## src/rtl/bqlt_pkg.sv

```systemverilog
// Shared types and constants for the brace/quote line tokeniser.
// Used by bqlt_step and brace_quote_line_tokenizer; no dependencies.
package bqlt_pkg;

    localparam int unsigned DEF_MAX_BRACE_DEPTH = 15;
    localparam int unsigned DEF_MAX_WORD_COUNT  = 255;

    localparam logic [7:0] BYTE_NUL    = 8'h00;
    localparam logic [7:0] BYTE_LF     = 8'h0A;
    localparam logic [7:0] BYTE_CR     = 8'h0D;
    localparam logic [7:0] BYTE_SPACE  = 8'h20;
    localparam logic [7:0] BYTE_DQUOTE = 8'h22;
    localparam logic [7:0] BYTE_SQUOTE = 8'h27;
    localparam logic [7:0] BYTE_BSLASH = 8'h5C;
    localparam logic [7:0] BYTE_LBRACE = 8'h7B;
    localparam logic [7:0] BYTE_RBRACE = 8'h7D;

    typedef enum logic [1:0] {
        SKIP_NONE      = 2'd0,
        SKIP_CR_OR_LF  = 2'd1,
        SKIP_LF        = 2'd2
    } skip_t;

    typedef enum logic [2:0] {
        ST_OK          = 3'd0,
        ST_OPEN_SQUOTE = 3'd1,
        ST_OPEN_DQUOTE = 3'd2,
        ST_OPEN_BRACE  = 3'd3,
        ST_TRUNCATED   = 3'd4,
        ST_BRACE_ERROR = 3'd5,
        ST_BLANK       = 3'd6
    } status_t;

    typedef struct packed {
        logic  inside_word;
        logic  single_quoted;
        logic  double_quoted;
        logic  escape_pending;
        logic  swallow_lf_after_cr;
        skip_t brace_newline_skip;
        logic  brace_fault;
    } flags_t;

    typedef struct packed {
        logic       emit;
        logic       char_valid;
        logic [7:0] char_value;
        logic       word_end;
        logic       line_end;
        status_t    line_status;
        logic [7:0] word_count;
    } result_t;

endpackage

```

## src/rtl/bqlt_step.sv

```systemverilog
// Per-byte next-state and result logic of the line tokeniser.
// Purely combinational; depends on bqlt_pkg.
module bqlt_step #(
    parameter int unsigned MAX_BRACE_DEPTH = bqlt_pkg::DEF_MAX_BRACE_DEPTH,
    parameter int unsigned MAX_WORD_COUNT  = bqlt_pkg::DEF_MAX_WORD_COUNT,
    localparam int unsigned DW = $clog2(MAX_BRACE_DEPTH + 1),
    localparam int unsigned CW = $clog2(MAX_WORD_COUNT + 1)
) (
    input  logic [7:0]        in_byte,
    input  logic              strip_nl,
    input  bqlt_pkg::flags_t  flags,
    input  logic [DW-1:0]     depth,
    input  logic [CW-1:0]     words,
    output bqlt_pkg::flags_t  flags_next,
    output logic [DW-1:0]     depth_next,
    output logic [CW-1:0]     words_next,
    output bqlt_pkg::result_t res
);

    logic          quoted;
    logic          grouped;
    logic          skip_hit;
    logic [CW-1:0] words_inc;
    logic [CW-1:0] words_cnt;
    logic [16:0]   count_wide;

    assign quoted    = flags.single_quoted || flags.double_quoted;
    assign grouped   = quoted || (depth != '0);
    assign words_inc = (words < CW'(MAX_WORD_COUNT)) ? words + CW'(1) : words;

    always_comb
    begin
        flags_next = flags;
        depth_next = depth;
        words_next = words;
        res        = '0;
        skip_hit   = 1'b0;
        words_cnt  = words;
        flags_next.swallow_lf_after_cr = 1'b0;

        priority if (in_byte == bqlt_pkg::BYTE_NUL)
        begin
            // abort the line: status from the open constructs
            res.emit     = 1'b1;
            res.line_end = 1'b1;
            priority if (flags.brace_fault)   res.line_status = bqlt_pkg::ST_BRACE_ERROR;
            else if (flags.single_quoted)     res.line_status = bqlt_pkg::ST_OPEN_SQUOTE;
            else if (flags.double_quoted)     res.line_status = bqlt_pkg::ST_OPEN_DQUOTE;
            else if (depth != '0)             res.line_status = bqlt_pkg::ST_OPEN_BRACE;
            else                              res.line_status = bqlt_pkg::ST_TRUNCATED;
            flags_next = '0;
            depth_next = '0;
            words_next = '0;
        end
        else if (flags.swallow_lf_after_cr && in_byte == bqlt_pkg::BYTE_LF)
        begin
            // drop the LF of a CR LF pair
        end
        else
        begin
            unique case (flags.brace_newline_skip)
                bqlt_pkg::SKIP_CR_OR_LF:
                begin
                    if (in_byte == bqlt_pkg::BYTE_CR)
                    begin
                        flags_next.brace_newline_skip = bqlt_pkg::SKIP_LF;
                        skip_hit = 1'b1;
                    end
                    else
                    begin
                        flags_next.brace_newline_skip = bqlt_pkg::SKIP_NONE;
                        skip_hit = (in_byte == bqlt_pkg::BYTE_LF);
                    end
                end
                bqlt_pkg::SKIP_LF:
                begin
                    flags_next.brace_newline_skip = bqlt_pkg::SKIP_NONE;
                    skip_hit = (in_byte == bqlt_pkg::BYTE_LF);
                end
                default:
                begin
                    flags_next.brace_newline_skip = bqlt_pkg::SKIP_NONE;
                end
            endcase

            if (!skip_hit)
            begin
                priority if (flags.escape_pending)
                begin
                    flags_next.escape_pending = 1'b0;
                    flags_next.inside_word    = 1'b1;
                    res.emit       = 1'b1;
                    res.char_valid = 1'b1;
                    res.char_value = in_byte;
                end
                else if (in_byte == bqlt_pkg::BYTE_LBRACE)
                begin
                    flags_next.inside_word = 1'b1;
                    if (depth >= DW'(MAX_BRACE_DEPTH))
                    begin
                        flags_next.brace_fault = 1'b1;
                        res.emit       = 1'b1;
                        res.char_valid = 1'b1;
                        res.char_value = in_byte;
                    end
                    else
                    begin
                        depth_next = depth + DW'(1);
                        if (grouped)
                        begin
                            res.emit       = 1'b1;
                            res.char_valid = 1'b1;
                            res.char_value = in_byte;
                        end
                        else if (strip_nl)
                        begin
                            flags_next.brace_newline_skip = bqlt_pkg::SKIP_CR_OR_LF;
                        end
                    end
                end
                else if (in_byte == bqlt_pkg::BYTE_RBRACE)
                begin
                    flags_next.inside_word = 1'b1;
                    if (depth == '0)
                    begin
                        flags_next.brace_fault = 1'b1;
                        res.emit       = 1'b1;
                        res.char_valid = 1'b1;
                        res.char_value = in_byte;
                    end
                    else
                    begin
                        depth_next = depth - DW'(1);
                        // outermost close brace is dropped
                        if (depth != DW'(1) || quoted)
                        begin
                            res.emit       = 1'b1;
                            res.char_valid = 1'b1;
                            res.char_value = in_byte;
                        end
                    end
                end
                else if (in_byte == bqlt_pkg::BYTE_SQUOTE)
                begin
                    flags_next.inside_word = 1'b1;
                    if (flags.double_quoted || depth != '0)
                    begin
                        res.emit       = 1'b1;
                        res.char_valid = 1'b1;
                        res.char_value = in_byte;
                    end
                    else
                    begin
                        flags_next.single_quoted = !flags.single_quoted;
                    end
                end
                else if (in_byte == bqlt_pkg::BYTE_DQUOTE)
                begin
                    flags_next.inside_word = 1'b1;
                    if (flags.single_quoted || depth != '0)
                    begin
                        res.emit       = 1'b1;
                        res.char_valid = 1'b1;
                        res.char_value = in_byte;
                    end
                    else
                    begin
                        flags_next.double_quoted = !flags.double_quoted;
                    end
                end
                else if (in_byte == bqlt_pkg::BYTE_BSLASH)
                begin
                    flags_next.escape_pending = 1'b1;
                    flags_next.inside_word    = 1'b1;
                end
                else if (in_byte <= bqlt_pkg::BYTE_SPACE)
                begin
                    if (grouped)
                    begin
                        flags_next.inside_word = 1'b1;
                        if (in_byte != bqlt_pkg::BYTE_CR)
                        begin
                            res.emit       = 1'b1;
                            res.char_valid = 1'b1;
                            res.char_value = in_byte;
                        end
                    end
                    else
                    begin
                        if (flags.inside_word)
                        begin
                            words_cnt = words_inc;
                        end
                        if (in_byte == bqlt_pkg::BYTE_CR || in_byte == bqlt_pkg::BYTE_LF)
                        begin
                            res.emit     = 1'b1;
                            res.word_end = flags.inside_word;
                            res.line_end = 1'b1;
                            priority if (flags.brace_fault)
                                res.line_status = bqlt_pkg::ST_BRACE_ERROR;
                            else if (words_cnt == '0)
                                res.line_status = bqlt_pkg::ST_BLANK;
                            else
                                res.line_status = bqlt_pkg::ST_OK;
                            flags_next = '0;
                            depth_next = '0;
                            words_next = '0;
                            flags_next.swallow_lf_after_cr = (in_byte == bqlt_pkg::BYTE_CR);
                        end
                        else
                        begin
                            // separator: close an open word, drop the byte
                            flags_next.inside_word = 1'b0;
                            words_next   = words_cnt;
                            res.emit     = flags.inside_word;
                            res.word_end = flags.inside_word;
                        end
                    end
                end
                else
                begin
                    flags_next.inside_word = 1'b1;
                    res.emit       = 1'b1;
                    res.char_valid = 1'b1;
                    res.char_value = in_byte;
                end
            end
        end

        count_wide = 17'(words_cnt);
        if (res.line_end)
        begin
            res.word_count = (count_wide > 17'd255) ? 8'hFF : count_wide[7:0];
        end
    end

endmodule

```

## src/rtl/brace_quote_line_tokenizer.sv

```systemverilog
// A byte's result appears in the output register in the cycle after its transfer.
// Throughput: one byte per cycle while in_stall is low; the single-pass tokeniser step sets this figure.
// A result held by out_stall is kept in the output register while in_stall is raised.
// Reset (rst_n, asynchronous, active low) clears the line state, the output valid flag
// and the brace newline strip setting; the output payload is not reset.
// Top level of the line tokeniser; depends on bqlt_pkg and bqlt_step.
module brace_quote_line_tokenizer #(
    parameter int unsigned MAX_BRACE_DEPTH = bqlt_pkg::DEF_MAX_BRACE_DEPTH,
    parameter int unsigned MAX_WORD_COUNT  = bqlt_pkg::DEF_MAX_WORD_COUNT
) (
    input  logic       clk,
    input  logic       rst_n,
    input  logic       cfg_wr_en,
    input  logic       cfg_wr_data,
    input  logic       in_valid,
    output logic       in_stall,
    input  logic [7:0] in_byte,
    output logic       out_valid,
    input  logic       out_stall,
    output logic       char_valid,
    output logic [7:0] char_value,
    output logic       word_end,
    output logic       line_end,
    output logic [2:0] line_status,
    output logic [7:0] word_count
);

    localparam int unsigned DW = $clog2(MAX_BRACE_DEPTH + 1);
    localparam int unsigned CW = $clog2(MAX_WORD_COUNT + 1);

    logic              strip_reg;
    bqlt_pkg::flags_t  flags_reg;
    bqlt_pkg::flags_t  flags_next;
    logic [DW-1:0]     depth_reg;
    logic [DW-1:0]     depth_next;
    logic [CW-1:0]     words_reg;
    logic [CW-1:0]     words_next;
    bqlt_pkg::result_t res;
    bqlt_pkg::result_t res_reg;
    logic              out_valid_reg;
    logic              out_valid_next;
    logic              accept;

    assign in_stall = out_valid_reg && out_stall;
    assign accept   = in_valid && !in_stall;

    bqlt_step #(
        .MAX_BRACE_DEPTH (MAX_BRACE_DEPTH),
        .MAX_WORD_COUNT  (MAX_WORD_COUNT)
    ) u_step (
        .in_byte    (in_byte),
        .strip_nl   (strip_reg),
        .flags      (flags_reg),
        .depth      (depth_reg),
        .words      (words_reg),
        .flags_next (flags_next),
        .depth_next (depth_next),
        .words_next (words_next),
        .res        (res)
    );

    always_comb
    begin
        priority if (accept && res.emit) out_valid_next = 1'b1;
        else if (!out_stall)             out_valid_next = 1'b0;
        else                             out_valid_next = out_valid_reg;
    end

    always_ff @(posedge clk or negedge rst_n)
    begin
        if (!rst_n)
        begin
            strip_reg     <= 1'b0;
            flags_reg     <= '0;
            depth_reg     <= '0;
            words_reg     <= '0;
            out_valid_reg <= 1'b0;
        end
        else
        begin
            if (cfg_wr_en)
            begin
                strip_reg <= cfg_wr_data;
            end
            if (accept)
            begin
                flags_reg <= flags_next;
                depth_reg <= depth_next;
                words_reg <= words_next;
            end
            out_valid_reg <= out_valid_next;
        end
    end

    // payload: load on a transfer that yields a result
    always_ff @(posedge clk)
    begin
        if (accept && res.emit)
        begin
            res_reg <= res;
        end
    end

    assign out_valid   = out_valid_reg;
    assign char_valid  = res_reg.char_valid;
    assign char_value  = res_reg.char_value;
    assign word_end    = res_reg.word_end;
    assign line_end    = res_reg.line_end;
    assign line_status = 3'(res_reg.line_status);
    assign word_count  = res_reg.word_count;

    a_nul_ends_line: assert property (@(posedge clk) disable iff (!rst_n)
        accept && in_byte == bqlt_pkg::BYTE_NUL |=> out_valid && line_end && !word_end)
        else $error("NUL byte did not close the line");

    a_char_alone: assert property (@(posedge clk) disable iff (!rst_n)
        out_valid && char_valid |-> !word_end && !line_end)
        else $error("word byte carried an end mark");

    a_idle_fields: assert property (@(posedge clk) disable iff (!rst_n)
        out_valid && !line_end |-> line_status == 3'd0 && word_count == 8'd0)
        else $error("status or count set without line end");

    a_status_range: assert property (@(posedge clk) disable iff (!rst_n)
        out_valid && line_end |-> line_status != 3'd7)
        else $error("line status out of range");

    a_line_clears: assert property (@(posedge clk) disable iff (!rst_n)
        accept && res.line_end |=> words_reg == '0 && depth_reg == '0)
        else $error("line state not cleared at line end");

endmodule
```

## config.mk

```make
export PLATFORM = sky130hd
export DESIGN_NAME = brace_quote_line_tokenizer
export DESIGN_NICKNAME = d
export VERILOG_FILES = /design/src/rtl/bqlt_pkg.sv /design/src/rtl/bqlt_step.sv /design/src/rtl/brace_quote_line_tokenizer.sv
export SDC_FILE = /design/constraint.sdc
export NUM_CORES = 1
export LEC_CHECK = 0
export ABC_AREA = 1
export BUFFER_PORTS_ARGS = -buffer_cell sky130_fd_sc_hd__buf_2
export CAP_MARGIN = 20
export CORE_ASPECT_RATIO = 1.4
export CORE_UTILIZATION = 53
export DETAILED_ROUTE_END_ITERATION = 8
export PLACE_DENSITY = 0.77
export SLEW_MARGIN = 30
export SYNTH_ARGS = -nofsm -noshare
export SYNTH_HDL_FRONTEND = slang
export SYNTH_SLANG_ARGS = --single-unit
```

## constraint.sdc

```tcl
create_clock -name clk -period 2.24 [get_ports clk]
set_input_delay 0.112 -clock clk [delete_from_list [all_inputs] [get_ports clk]]
set_output_delay 0.112 -clock clk [all_outputs]
set_load 0.01 [all_outputs]
```

# Word-level counts from Yosys, hierarchy flattened
# Cells that the tools add are included.
[op_classes]
add_sub_neg = 3
order_cmp = 3
n_eq_ne = 36
muxes = 147
bitwise = 1
n_reduce_logical = 33
[ops]
columns = ["operator", "count"]
rows = [
  ["$mux W8", 39],
  ["$mux W10", 13],
  ["$mux W7", 12],
  ["$mux W4", 19],
  ["$reduce_and A12 Y1", 4],
  ["$mux W15", 3],
  ["$mux W5", 8],
  ["$mux W2", 18],
  ["$eq A8 B7 Y1 const B", 3],
  ["$mux W1", 24],
  ["$mux W3", 7],
  ["$ne A2 B1 Y1 const B", 9],
  ["$eq A8 B4 Y1 const B", 2],
  ["$eq A8 B6 Y1 const B", 2],
  ["$logic_not A8 Y1", 2],
  ["$ne A4 B1 Y1 const B", 4],
  ["$mux W6", 2],
  ["$ne A3 B2 Y1 const B", 4],
  ["$reduce_bool A3 Y1", 4],
  ["$reduce_bool A4 Y1", 3],
  ["$reduce_and A11 Y1", 1],
  ["$reduce_or A11 Y1", 1],
  ["$mux W9", 1],
  ["$ne A3 B1 Y1 const B", 3],
  ["other kinds (23)", 35],
]
[totals]
reg_bits = 44
in_bits = 14
output_inout_bits = 24
elab_cells = 240

# Logic depth before layout (Yosys ltp)
[logic_depth]
word_depth = 34
depth_mapped = 14
mapped_depth_nobuf = 14

# By module
# From an unflattened synthesis, not the netlist that was laid out.
[unflattened]
hier_cells = 463
area_unflattened_um2 = 3308.2
[by_module_without_submodules]
columns = ["mod", "instances", "cells_each", "area_per_inst_um2", "seq_area_each_um2"]
rows = [
  ["bqlt_step", 1, 343, 1709.1, 0.0],
  ["brace_quote_line_tokenizer", 1, 120, 1599.0, 1211.2],
]

# Least setup slack after synthesis
# OpenSTA, ideal clock, no wires.
[synth_path]
path_type = "register to register"
from = "register depth_reg[0]"
to = "register res_reg (netlist bit char_valid) (enable)"
setup_ns = 0.377
arrival_time_ns = 1.869
t_required_ns = 1.863
setup_slack_ns = -0.006
stages_incl_launch_ff = 14
n_path_buf = 0
period_less_slack_ns = 2.246
path_cell_list = "dfrtp_1 -> inv_1 -> ha_1 -> nand2_2 -> nor2_4 -> nand3_4 -> nand2_1 -> nand2_1 -> nand2_1 -> nand2_1 -> nand3_2 -> nand2_1 -> nand2_1 -> inv_1"
[synth_between]
elab_chain_len = 14
elab_cells_between_ends = 26
classes_between = "1 x order compare; 1 x eq/ne; 17 x mux; 7 x reduce/logical"
[synth_lines]
columns = ["element", "line_no", "text"]
rows = [
  ["start: declaration", "brace_quote_line_tokenizer.sv:34", "logic [DW-1:0] depth_reg;"],
  ["start signal: assignment", "brace_quote_line_tokenizer.sv:88", "depth_reg <= depth_next;"],
  ["$reduce_bool A4 Y1", "bqlt_step.sv:28, bqlt_step.sv:146, bqlt_step.sv:160", ""],
  ["$logic_or A1 B1 Y1", "bqlt_step.sv:28", "assign grouped = quoted || (depth != '0);"],
  ["$mux W1", "bqlt_step.sv:178", "if (grouped)"],
  ["$mux W10", "bqlt_step.sv:176", "else if (in_byte <= bqlt_pkg::BYTE_SPACE)"],
  ["$mux W15", "bqlt_step.sv:171", "else if (in_byte == bqlt_pkg::BYTE_BSLASH)"],
  ["$mux W10", "bqlt_step.sv:157", "else if (in_byte == bqlt_pkg::BYTE_DQUOTE)"],
  ["$mux W10", "bqlt_step.sv:143", "else if (in_byte == bqlt_pkg::BYTE_SQUOTE)"],
  ["$mux W10", "bqlt_step.sv:121", "else if (in_byte == bqlt_pkg::BYTE_RBRACE)"],
  ["$mux W10 *", "bqlt_step.sv:96", "else if (in_byte == bqlt_pkg::BYTE_LBRACE)"],
  ["$mux W10 *", "bqlt_step.sv:88", "priority if (flags.escape_pending)"],
  ["$mux W15 *", "bqlt_step.sv:86", "if (!skip_hit)"],
  ["$mux W15 *", "bqlt_step.sv:55", "else if (flags.swallow_lf_after_cr && in_byte == bqlt_pkg::BYTE_LF)"],
  ["$mux W1 *", "bqlt_step.sv:41", "priority if (in_byte == bqlt_pkg::BYTE_NUL)"],
  ["$logic_and A1 B1 Y1 *", "brace_quote_line_tokenizer.sv:98", "if (accept && res.emit)"],
  ["end signal: assignment", "brace_quote_line_tokenizer.sv:100", "res_reg <= res;"],
  ["end: declaration", "brace_quote_line_tokenizer.sv:39", "bqlt_pkg::result_t res_reg;"],
]
# Mark *: on every way between the ends. The rest lies on a longest branch, timed or not.
# A chain may end at the register's enable or synchronous reset.

# Worst setup path in the final report
[layout_path]
from = "register depth_reg[0]"
to = "register res_reg (netlist bit char_value[2]) (enable)"
# Same word-level chain as after synthesis.

==> impl_metrics.toml <==
[run_status]
outcome = "finished clean"

[min_path]
worstHoldPathType = "in -> reg"
holdPathEnd = "strip_reg"
hold_depth = 2
hp-start = "cfg_wr_data"

[route]
drtPass1Iterations = 5
totalWireLength_mm = 6.84
post_drt_wl_per_cell_um = 13.1
drc = 0
drt_iter0_drc = 215
ant_nets = 0
viasPerCell = 5.40
num_vias = 2821

[timing]
skew_ns = 0.00687
fin_tns_setup_ns = 0
fmax_mhz = 480
timing.final.crit_share_pct = 93.1
final_hold_viol_count = 0
period_minus_slack_ns = 2.08
setup_viol = 0
report.final.slew_viol_count = 0
max_slew_margin_pct = 64.1
rsz0062_at_grt = "false"
holdWs_ns = 0.0403
worst_slew_pin_slew_ns = 0.538

[critical_path]
critPathSlowestCell = "dfrtp_2"
worst-path-buf-inv = 3
critical_path.cell_chain = "inv_1 > ha_4 > nand4_1 > nand3_1 > nand3_1 > nor2_2 > nand2_1 > nand3_2 > nand2_1 > nand2_2 > clkinvlp_4 > buf_12"
cp.arrival_ns = 2.15
critPathCaptureType = "flip-flop"
r2r_setup_slack_ns = 0.16
critPathLaunchType = "flip-flop"
crit_family = "simple AND/OR/NAND/NOR gates"
required_ns = 2.31
r2r_start = "depth_reg[0]"
reg2reg_to = "char_value[2]"
crit_fanout = 22
slowest_delay_ns = 0.45
reg2regPathDepth = 12
criticalPathCategory = "reg -> reg"

[finish]
multi_input_area_um2 = 1580
n_antenna_cell = 0
layout_commonest_cell = "nand2_1"
final_nets = 473
area_growth_pct = 13.8
final_cell_mix = "nand2_1 (121), inv_1 (46), nor2_1 (41), buf_2 (37), nand3_1 (30)"
ff_latch_area_um2 = 1210
fillers = 502
final_core_util_pct = 62.6
drive_above_1_share_pct = 24.9

[power]
p_int_mw = 1.36
seq_power_share_pct = 49.3
switching_share_pct = 34.8
p_comb_share_pct = 26.6
ir_worst_vdd_uv = 361
p_leak_nw = 1.74
power.density_nw_per_um2 = 602
switching_power_uw = 725
p_clk_share_pct = 24.0

[die]
core-area_um2 = 5530
start_util_pct = 55.0
ioPinCount = 38
num_rows = 32
die_h_um = 91.6
die-width_um = 66.0
dieArea_um2 = 6050

[logic_synthesis]
synth-seq-area-share_pct = 39.8
synthCells = 406
syn-num-nets = 426
yosys_warnings = 0
synth.distinct_cells = 39
syn-cell-area_um2 = 3040
synth-seq-cells = 44
avgSynthCellArea_um2 = 7.49

[clocking]
cts-root-buf = "clkbuf_8"
cts_setup_buffers = 0
cts.sinks = 44
cts_buffer_depth = 2
h-tree-depth = 2
cts_inserted_buffers = 5
clkLatencyLatePin_ns = 0.30
clk_pin_slew_ns = 0.09
cts_tree = "done"

[global_route]
grt_pass1_wl_mm = 11.5
antenna_found_initial = 0
grt_pass1_vias = 2664
grt_max_degree = 23
grt_overflow = 0
track_usage_pct = 24.5

[place]
io_buffers = 37
dp_hpwl_mm = 5.38
finalWeightedCongestion = 0.966

[run]
max-cap-violations = 0
-- power groups by stage --
stage	combinational [mW]	sequential (mW)	clock (mW)
after floorplan	0.392	1.03	0
after global placement	0.534	1.04	0
after detailed placement	0.546	1.04	0
after CTS	0.551	1.02	0.507
after global routing	0.623	1.04	0.527
final	0.555	1.03	0.501
-- cells by family after synthesis --
| family | Yosys count | synth area share [%] |
|---|---|---|
| and+or+nand+nor | 247 | 38.8 |
| buffers and inverters | 65 | 8.89 |
| DFF | 44 | 39.8 |
| AOI/OAI and AO/OA | 37 | 7.90 |
| xor gates and xnor gates | 6 | 1.73 |
| adders and majority gates | 6 | 2.47 |
| muxes | 1 | 0.370 |
-- cell usage after synthesis (all sizes together) --
master	instances	area share, %
a31o	1	0.29
o211ai	2	0.49
clkinv	2	0.41
nor2	50	7.5
nand4	9	1.9
nand2	134	18
clkbuf	2	0.25
o311ai	1	0.29
buf	3	0.99
nor3	12	2.1
a21oi	5	1.3
xor2	4	1.2
mux2	1	0.37
inv	58	7.2
ha	6	2.5
o31ai	1	0.25
nor3b	1	0.41
nand3	39	8.1
o21ai	26	5.0
xnor2	2	0.58
edfxtp	22	22
or2	2	0.41
dfrtp	22	18
a21o	1	0.25
-- layout make-up --
cell class	instances	share of cell area [%]
multi-input combinational	297	45.6
timing repair buffer	45	7.52
inverter	60	6.84
clock buffer	5	1.99
tap	68	2.46
clock inverter	3	0.542
sequential	44	35.1
-- worst register-to-register path: stages (launching register included) --
cell and delay (ns):
dfrtp_2 0.45, inv_1 0.12, ha_4 0.17, nand4_1 0.17, nand3_1 0.14, nand3_1 0.09
nor2_2 0.11, nand2_1 0.09, nand3_2 0.08, nand2_1 0.06, nand2_2 0.09, clkinvlp_4 0.11
buf_12 0.16
-- worst max-delay path by stage --
stage / from / to / slack [ns] / cells past startpoint
detailed placement: depth_reg[0] / word_count[1] / 0.08 / 14
global placement: depth_reg[0] / word_count[7] / 0.19 / 14
floorplan: depth_reg[0] / char_valid / 0.03 / 13
global route: depth_reg[0] / char_valid / 0.01 / 12
finish: depth_reg[0] / char_value[2] / 0.16 / 12
CTS: depth_reg[0] / char_value[6] / 0.04 / 12
-- routing by layer --
metal	share of wire, %	global-route usage, %	vias up
li1	-	-	1406
met1	40	28.3	1303
met2	51	42.2	95
met3	5.3	4.35	17
met4	3.3	12.9	0
met5	0	0	-
-- per-stage QoR --
step	area, um2	cells	power (mW)	setup WS [ns]
after global routing	3460	522	2.19	0.0120
final	3460	522	2.08	0.155
after floorplan	3040	406	1.42	0.0340
after CTS	3440	522	2.08	0.0377
after detailed placement	3340	513	1.59	0.0796
after global placement	3340	513	1.57	0.186
-- timing repair --
item	CTS	global route
gates resized for setup	0	6
endpoints found under the setup margin	0	24
hold buffers	1	0
hold endpoints to repair	22	0
Power figures use the tool's default switching activity.
